## src/hw/rtl/tel_pkg.sv

```systemverilog
// shared types and codes for the triangle edge list builder
`timescale 1ns / 1ps

package tel_pkg;

   localparam logic ACTION_LOAD = 1'b0;
   localparam logic ACTION_READ = 1'b1;

   localparam logic KIND_SUMMARY = 1'b0;
   localparam logic KIND_EDGE    = 1'b1;

   localparam logic [1:0] STATUS_OK       = 2'd0;
   localparam logic [1:0] STATUS_RANGE    = 2'd1;
   localparam logic [1:0] STATUS_FULL     = 2'd2;
   localparam logic [1:0] STATUS_BAD_READ = 2'd3;

   localparam int VERTEX_WIDTH = 12;
   localparam int FACE_WIDTH   = 10;
   localparam int TOTAL_WIDTH  = 12;
   localparam int CSR_WIDTH    = 13;
   localparam logic [CSR_WIDTH-1:0] VERTEX_COUNT_RESET = 13'd4096;

   typedef struct packed {
      logic                    action;
      logic [VERTEX_WIDTH-1:0] vertex_a;
      logic [VERTEX_WIDTH-1:0] vertex_b;
      logic [VERTEX_WIDTH-1:0] vertex_c;
      logic                    last_triangle;
      logic [11:0]             edge_number;
   } req_type;

   typedef struct packed {
      logic                    kind;
      logic [1:0]              status;
      logic [TOTAL_WIDTH-1:0]  edge_total;
      logic [VERTEX_WIDTH-1:0] vertex_low;
      logic [VERTEX_WIDTH-1:0] vertex_high;
      logic [FACE_WIDTH-1:0]   face_first;
      logic [FACE_WIDTH-1:0]   face_second;
      logic                    boundary;
   } rsp_type;

   typedef struct packed {
      req_type req;
      logic    in_range;
   } item_type;

   typedef enum logic [3:0] {
      ST_CLEAR,
      ST_IDLE,
      ST_LOAD,
      ST_EDGE_SEL,
      ST_EDGE_WR,
      ST_MATCH_TRI,
      ST_MATCH_SEL,
      ST_MATCH_HEAD,
      ST_MATCH_EDGE,
      ST_MATCH_CHK,
      ST_SWEEP_RD,
      ST_SWEEP_WR,
      ST_SUMMARY,
      ST_READ,
      ST_READ_WAIT,
      ST_RESULT
   } back_state_type;

endpackage

```

## src/hw/rtl/tel_front.sv

```systemverilog
// front end: request intake, vertex range check and two entry queue
`timescale 1ns / 1ps

module tel_front #(
   parameter int MAX_VERTICES = 4096
) (
   input  logic                            clock,
   input  logic                            reset,
   input  logic                            req_valid,
   output logic                            req_stall,
   input  tel_pkg::req_type                req_payload,
   input  logic                            csr_write_enable,
   input  logic [tel_pkg::CSR_WIDTH-1:0]   csr_write_data,
   output logic                            item_valid,
   input  logic                            item_pop,
   output tel_pkg::item_type               item_data
);

   logic [tel_pkg::CSR_WIDTH-1:0] vertex_count_ff, vertex_count_in;
   tel_pkg::item_type             slot_ff [2];
   logic                          wr_ptr_ff, wr_ptr_in;
   logic                          rd_ptr_ff, rd_ptr_in;
   logic [1:0]                    count_ff, count_in;
   logic                          push;
   logic                          in_range;
   tel_pkg::item_type             new_item;

   assign req_stall  = (count_ff == 2'd2);
   assign push       = req_valid && !req_stall;
   assign item_valid = (count_ff != 2'd0);
   assign item_data  = slot_ff[rd_ptr_ff];

   // index must be below both the register and the table size
   always_comb begin
      in_range =
         (32'(req_payload.vertex_a) < 32'(vertex_count_ff)) &&
         (32'(req_payload.vertex_b) < 32'(vertex_count_ff)) &&
         (32'(req_payload.vertex_c) < 32'(vertex_count_ff)) &&
         (32'(req_payload.vertex_a) < MAX_VERTICES) &&
         (32'(req_payload.vertex_b) < MAX_VERTICES) &&
         (32'(req_payload.vertex_c) < MAX_VERTICES);
      new_item.req      = req_payload;
      new_item.in_range = in_range;
   end

   always_comb begin
      vertex_count_in = csr_write_enable ? csr_write_data : vertex_count_ff;
      wr_ptr_in       = push ? !wr_ptr_ff : wr_ptr_ff;
      rd_ptr_in       = item_pop ? !rd_ptr_ff : rd_ptr_ff;
      count_in        = count_ff + 2'(push) - 2'(item_pop);
   end

   always_ff @(posedge clock) begin
      if (reset) begin
         vertex_count_ff <= tel_pkg::VERTEX_COUNT_RESET;
         wr_ptr_ff       <= 1'b0;
         rd_ptr_ff       <= 1'b0;
         count_ff        <= 2'd0;
      end else begin
         vertex_count_ff <= vertex_count_in;
         wr_ptr_ff       <= wr_ptr_in;
         rd_ptr_ff       <= rd_ptr_in;
         count_ff        <= count_in;
      end
   end

   always_ff @(posedge clock) begin
      if (push) begin
         slot_ff[wr_ptr_ff] <= new_item;
      end
   end

endmodule

```

## config.mk

```make
export PLATFORM = sky130hd
export DESIGN_NAME = tel_front
export DESIGN_NICKNAME = d
export VERILOG_FILES = /design/src/hw/rtl/tel_pkg.sv /design/src/hw/rtl/tel_front.sv
export SDC_FILE = /design/constraint.sdc
export NUM_CORES = 1
export LEC_CHECK = 0
export ABC_AREA = 1
export BUFFER_PORTS_ARGS = -buffer_cell sky130_fd_sc_hd__buf_2
export CORE_ASPECT_RATIO = 0.5
export CORE_UTILIZATION = 49
export CTS_CLUSTER_SIZE = 20
export DETAILED_ROUTE_END_ITERATION = 6
export HOLD_SLACK_MARGIN = 0.1
export PLACE_DENSITY_LB_ADDON = 0.1
export SKIP_LAST_GASP = 1
export SLEW_MARGIN = 20
export SYNTH_ARGS = -nofsm -noshare
export SYNTH_HDL_FRONTEND = slang
export SYNTH_SLANG_ARGS = --single-unit
```

## constraint.sdc

```tcl
create_clock -name clock -period 3.5 [get_ports clock]
set_clock_uncertainty 0.2 [all_clocks]
set_input_delay 0.7 -clock clock [delete_from_list [all_inputs] [get_ports clock]]
set_output_delay 0.7 -clock clock [all_outputs]
set_load 0.01 [all_outputs]
```

==> After elaboration in Yosys (flattened, before gate mapping) <==
Memory sizes are Yosys's and may differ from the RTL's. A register that Yosys moved wholly into a read port is not among the register bits.
Cells that the tools add are included.
{ "totals": {"regBits": 17, "mem_bits_rw": 102, "inputBits": 68, "elab_cells": 22, "mem_count": 1} }
{ "mem_list": {"columns": ["name", "depth", "word_bits", "rd", "rd_clocked_by_memory_dff", "write_ports", "line", "rtl"], "rows": [
  ["slot_ff", 2, 51, 1, 1, 1, "tel_front.sv:20", "tel_pkg::item_type slot_ff [2];"]
]} }
{ "classes": {"addsub": 2, "magnitude_cmp": 3, "n_eq_ne": 1, "muxes": 4, "reduce_logical": 7} }
{ "ops": {"columns": ["operator", "count"], "rows": [
  ["< comparator 12 x 13 -> 1 bit", 3],
  ["two-way mux 1 bit", 4],
  ["logical AND 1 bit", 3],
  ["logical NOT 1 bit", 3],
  ["adder 2 x 1 -> 2 bit", 1],
  ["== test 2 bit, second input constant", 1],
  ["nonzero test 2 bit", 1],
  ["subtractor 2 x 1 -> 2 bit", 1]
]} }

==> Depth between registers and ports, before layout <==
Gate-level depths: netlist (run 1).
{ "depth": {"ltp_word": 5, "ltp_mapped": 11} }

==> Worst setup path before layout (run 1) <==
OpenSTA, ideal clock, no wires.
{ "synth_path": {"kind": "input -> register", "start": "input req_valid", "end": "memory slot_ff[0][0] (netlist bit) (enable)", "setup_time_ns": 0.460, "arrival_time_ns": 2.918, "setup_slack_ns": -0.078, "path_stages": 2, "cell_sequence": "o21ai_2 -> nor2_1"} }
{ "synth_via": {"elab_chain_len": 3} }
{ "synth_rtl": {"columns": ["item", "line", "rtl"], "rows": [
  ["start: declaration", "tel_front.sv:9", "input logic req_valid,"],
  ["logical AND 1 bit", "tel_front.sv:29", "assign push = req_valid && !req_stall;"],
  ["two-way mux 1 bit", "tel_front.sv:68", "if (push) begin"],
  ["two-way mux 1 bit (implied by the code)", "tel_front.sv:69", "slot_ff[wr_ptr_ff] <= new_item;"],
  ["end: declaration", "tel_front.sv:20", null]
]} }
No other way between the ends.

==> results of run 1 <==
path summary, 6_finish.rpt:
check / startpoint / to / slack [ps] / cells after the start
max: flip-flop / item_data[18] / 770 / 3
min: req_payload[10] / slot_ff[0][11]$_DFFE_PP_ / 280 / 1
max reg2reg: count_ff[1]$_SDFF_PP0_ / count_ff[1]$_SDFF_PP0_ / 1650 / 8
min reg2reg: count_ff[1]$_SDFF_PP0_ / count_ff[1]$_SDFF_PP0_ / 300 / 2
power by group:
part | total, W | leakage [nW] | switching [W] | internal [W]
combinational | 0.000608 | 1.55 | 0.000315 | 0.000293
sequential | 0.00176 | 1.10 | 0.0000541 | 0.00171
clock | 0.00168 | 0.282 | 0.000626 | 0.00105
total | 0.00405 | 2.93 | 0.000995 | 0.00305
critical path: stages, from the launching register on:
cell and delay (ps):
dfxtp_4 610, buf_12 300, mux2_4 330, buf_2 140
sequential cells by signal, summed over array words and instances, names as in the netlist, named ones only:
register / cells
count_ff: 2
rd_ptr_ff: 1
slot_ff: 102
vertex_count_ff: 13
wr_ptr_ff: 1
cells in the final DEF (no fill, tap or decap), types with 2 or more instances in the layout:
cell type / Yosys / layout
inv_2: 4 / 4
nand2_1: 57 / 57
inv_1: 34 / 34
nor2_1: 17 / 15
ha_1: 35 / 35
dfxtp_1: 18 / 17
o21ai_1: 2 / 2
bufinv_16: 0 / 2
o21ai_0: 13 / 13
inv_6: 0 / 3
nor2_4: 0 / 2
buf_2: 3 / 120
clkinv_4: 0 / 4
xnor2_1: 2 / 2
clkbuf_16: 0 / 17
nand3_1: 7 / 7
edfxtp_1: 102 / 102
buf_4: 0 / 4
nor3_1: 3 / 3
clkinv_2: 0 / 3
a21oi_1: 20 / 20
mux2_4: 50 / 50
logic make-up after synthesis:
| logic type | Yosys count | synth area share, % |
|---|---|---|
| xor gates and xnor gates | 2 | 0.322 |
| muxes | 51 | 14.0 |
| AOI/OAI and AO/OA | 37 | 3.54 |
| buffers and inverters | 48 | 4.35 |
| adders and majority gates | 35 | 8.05 |
| and+or+nand+nor | 89 | 6.81 |
| DFF | 120 | 62.9 |
per-stage QoR:
stage | util (%) | hold slack [ps]
after global placement | 58.9 | 283
final | 64.4 | 278
after detailed placement | 58.9 | 296
after global routing | 64.4 | 268
after floorplan | - | 261
after CTS | 64.4 | 263
cell type report:
cell class	count	area, µm²
repair buffers	125	651
fillers	808	3740
clock inverters	14	148
flip-flops and latches	120	3430
clock buffers	18	429
well taps	140	175
multi-input cells	214	1800
inverters	38	143
per-layer routing:
| layer | up-vias | wire length [µm] | track usage (%) |
|---|---|---|---|
| li1 | 1632 | - | - |
| met1 | 1440 | 4920 | 24.5 |
| met2 | 89 | 4390 | 27.9 |
| met3 | 14 | 436 | 4.91 |
| met4 | 0 | 143 | 8.20 |
| met5 | - | 0 | 0 |
==> impl_metrics.json, run 1 <==
{
  "synth_top_cell_area_share_pct": 56.3,
  "place_hpwl_um": 7000,
  "initial_core_util_pct": 51.8,
  "placed_cell_area_um2": 6190,
  "dieArea_um2": 11600,
  "power.total_w": 0.00405,
  "fin_cells": 669,
  "cp_max_fo": 31,
  "syn_area_per_cell_um2": 14.2,
  "antenna_cells": 0,
  "post_cts_resized": 0,
  "synthToLayoutAreaGrowth_pct": 24.4,
  "layout.nets": 619,
  "clkSinkCount": 120,
  "numPortBuffers": 120,
  "die_y_um": 76.5,
  "place_inst": 637,
  "setup_viol": 0,
  "critPathKind": "flip-flop to output port",
  "worstMarginPinSlew_ps": 647,
  "ir_drop_mv": 0.338,
  "yosys-top-cells-count": "102 x edfxtp_1, 57 x nand2_1, 50 x mux2_4",
  "drive_above_1_share_pct": 41.2,
  "synthFlopType": "edfxtp_1",
  "syn-cell-area_um2": 5440,
  "fin_tns_setup_ps": 0,
  "clk_latency_ps": 410,
  "yosys_warnings": 0,
  "synth_edf_count": 102,
  "synth_top_cell_by_area": "edfxtp_1",
  "holdBufCountCts": 0,
  "overflow": 0,
  "synth_most_common_cell": "edfxtp_1",
  "viasPerCell": 4.75,
  "p_leak_nw": 2.93,
  "cts_setup_buffers": 0,
  "vias": 3175,
  "cp.required_ps": 2600,
  "fin_crit_sh_pct": 77.9,
  "fmax_ghz": 0.367,
  "end_kind": "output port",
  "ios": 121,
  "first_global_vias": 3135,
  "final_area_um2": 6770,
  "synth_seq_area_share_pct": 62.9,
  "cp_data_arrival_time_ps": 1830,
  "cts_tree": "yes",
  "synthArstFlopShare_pct": 0,
  "rsz0062_at_grt": "no",
  "worst_slack_ps": 775,
  "grt_max_degree": 32,
  "die_x_um": 151,
  "antenna_found_initial": 0,
  "cts_buffers": 17,
  "synth_seq_cells": 120,
  "maxSlewViolCount": 0,
  "coreArea_um2": 10500,
  "synth_area_leaders": "edfxtp_1 56%, mux2_4 14%, ha_1 8.0%, dfxtp_1 6.6%, nand2_1 3.9%",
  "syn_nets": 485,
  "drcViolationCount": 0,
  "htreeDepth": 4,
  "power_density_nw_per_um2": 598,
  "hold_violations": 0,
  "root_buffer": "clkbuf_16",
  "slew_headroom_pct": 56.8,
  "fp-row-count": 26,
  "grtUsageTotal_pct": 18.3,
  "period_needed_ps": 2730,
  "place_congestion": 0.768,
  "finalWirelength_um": 9890,
  "syn_inst": 382,
  "drt_pass1_iterations": 4,
  "clk_pin_slew_ps": 60,
  "start_kind": "flip-flop",
  "drt_iter0_markers": 85,
  "hp-class": "input pin to flip-flop",
  "status": "finished, final reports clean",
  "clock_path_buffers": 2,
  "grt_pass1_wl_um": 15500,
  "post_drt_wl_per_cell_um": 14.8,
  "post-place-ws_ps": 1170,
  "antenna_left": 0,
  "yosysUniqueCellTypes": 24,
  "maxCapViolations": 0
}
(Power assumes the default switching activity.)
==> run 2, diff against run 1 <==
CORE_UTILIZATION = 54   (was 49)
clock period = 2.7 ns   (was 3.5 ns; I/O delays follow)
==> impl_metrics.json, run 2 (synthesis results as in run 1) <==
{
  "status": "finished, final reports clean",
  "n_fill_cell": 706,
  "fin_crit_sh_pct": 90.0,
  "die_y_um": 73.0,
  "grt_pass1_wl_um": 15200,
  "whs_ps": 125,
  "met2_length_um": 4560,
  "ios": 121,
  "setup_viol": 0,
  "drt_pass1_iterations": 5,
  "p_leak_nw": 2.91,
  "start_kind": "flip-flop",
  "drive_above_1_share_pct": 40.9,
  "antenna_found_initial": 0,
  "layout_common_cells": "120 x buf_2, 102 x edfxtp_1, 57 x nand2_1",
  "end_kind": "output port",
  "cpMaxStageDelayCell": "dfxtp_4",
  "ir_drop_mv": 0.495,
  "clock_path_buffers": 2,
  "numPortBuffers": 120,
  "clk_latency_ps": 410,
  "final_common_cell": "buf_2",
  "crit-reg2reg-launch": "count_ff[1]$_SDFF_PP0_",
  "synthToLayoutAreaGrowth_pct": 24.6,
  "cts_buffers": 17,
  "dieArea_um2": 10500,
  "fp-row-count": 25,
  "finalWirelength_um": 9900,
  "cp_max_fo": 15,
  "ff2ff_path_depth": 8,
  "largest_register_ffs": 102,
  "post_drt_wl_per_cell_um": 14.8,
  "antenna_left": 0,
  "rsz0062_at_grt": "no",
  "drt_iter0_markers": 113,
  "maxCapViolations": 0,
  "die_x_um": 144,
  "maxSlewViolCount": 0,
  "cts_tree": "yes",
  "place_hpwl_um": 6710,
  "initial_core_util_pct": 56.7,
  "period_needed_ps": 2430,
  "worstMarginPinSlew_ps": 660,
  "place_congestion": 0.808,
  "overflow": 0,
  "viasPerCell": 4.91,
  "htreeDepth": 4,
  "vias": 3283,
  "root_buffer": "clkbuf_16",
  "cp.required_ps": 1960,
  "slew_headroom_pct": 55.9,
  "grtUsageTotal_pct": 20.2,
  "layout.nets": 623,
  "antenna_cells": 0,
  "hold_start": "req_payload[3]",
  "fmax_ghz": 0.411,
  "grt_max_degree": 52,
  "drcViolationCount": 0,
  "wl_met1_um": 4610,
  "critPathKind": "flip-flop to output port",
  "cp_data_arrival_time_ps": 1690,
  "reg2reg_slack_ps": 870,
  "path_cells": "buf_4, mux2_4, buf_2",
  "power_density_nw_per_um2": 749,
  "dr_wl_met3_um": 596,
  "top_register": "slot_ff",
  "hp-class": "input pin to flip-flop",
  "timing.rr.end": "count_ff[1]$_SDFF_PP0_",
  "hold_violations": 0,
  "crit_path_max_incr_delay_ps": 520,
  "clk_pin_slew_ps": 60,
  "highest_layer": "met4",
  "reg.largest.list": "slot_ff x102, vertex_count_ff x13, count_ff x2",
  "first_global_vias": 3200,
  "endpoint": "item_data[11]",
  "clkSinkCount": 120,
  "final_util_pct": 70.6,
  "post_cts_resized": 0,
  "coreArea_um2": 9600,
  "fin_tns_setup_ps": 0
}
==> run 2: what timing repair did <==
action	4_1_cts	5_1_grt
buffers inserted	0	0
endpoints found under the hold margin	1	6
hold buffers	1	3
==> run 2: metrics by stage <==
stage	setup WS (ps)	instances	total power, W	area, µm²
finish	270	668	0.00508	6780
global route	203	668	0.00531	6780
CTS	237	665	0.00512	6750
detailed placement	679	632	0.00313	6210
global placement	697	632	0.00311	6210
floorplan	-718	382	0.00284	5440
==> run 2: per-layer routing <==
| layer | vias to the layer above | GRT usage, % |
|---|---|---|
| met2 | 99 | 32.2 |
| met5 | - | 0 |
| met1 | 1525 | 25.4 |
| met4 | 0 | 8.87 |
| li1 | 1644 | - |
| met3 | 15 | 6.96 |
==> run 2: power by group <==
group	switching (W)	internal (W)	total [W]
combinational	0.000424	0.000394	0.000817
sequential	0.0000616	0.00221	0.00228
clock	0.000819	0.00117	0.00199
==> run 2: how the worst min path moves through the flow <==
| stage | end | slack, ps | cells past startpoint |
|---|---|---|---|
| floorplan | count_ff[1]$_SDFF_PP0_ | 260 | 2 |
| global placement | count_ff[1]$_SDFF_PP0_ | 290 | 2 |
| detailed placement | count_ff[1]$_SDFF_PP0_ | 290 | 2 |
| CTS | slot_ff[0][1]$_DFFE_PP_ | 100 | 1 |
| global route | slot_ff[0][13]$_DFFE_PP_ | 100 | 1 |
| finish | slot_ff[1][4]$_DFFE_PP_ | 120 | 1 |
==> run 2: area by class of cell <==
type                            instances  area, µm²  area share [%]
Clock buffer                           17        425            6.27
Clock inverter                         15        105            1.55
Inverter                               38        143            2.10
Multi-Input combinational cell        214       1800            26.5
Sequential cell                       120       3430            50.5
Tap cell                              135        169            2.49
Timing Repair Buffer                  129        716            10.6
==> run 2: critical path, delay by kind of cell, from the launching register on <==
family                 cells  cell delay, ps
flip-flops                 1             520
multiplexers               1             330
buffers and inverters      2             440
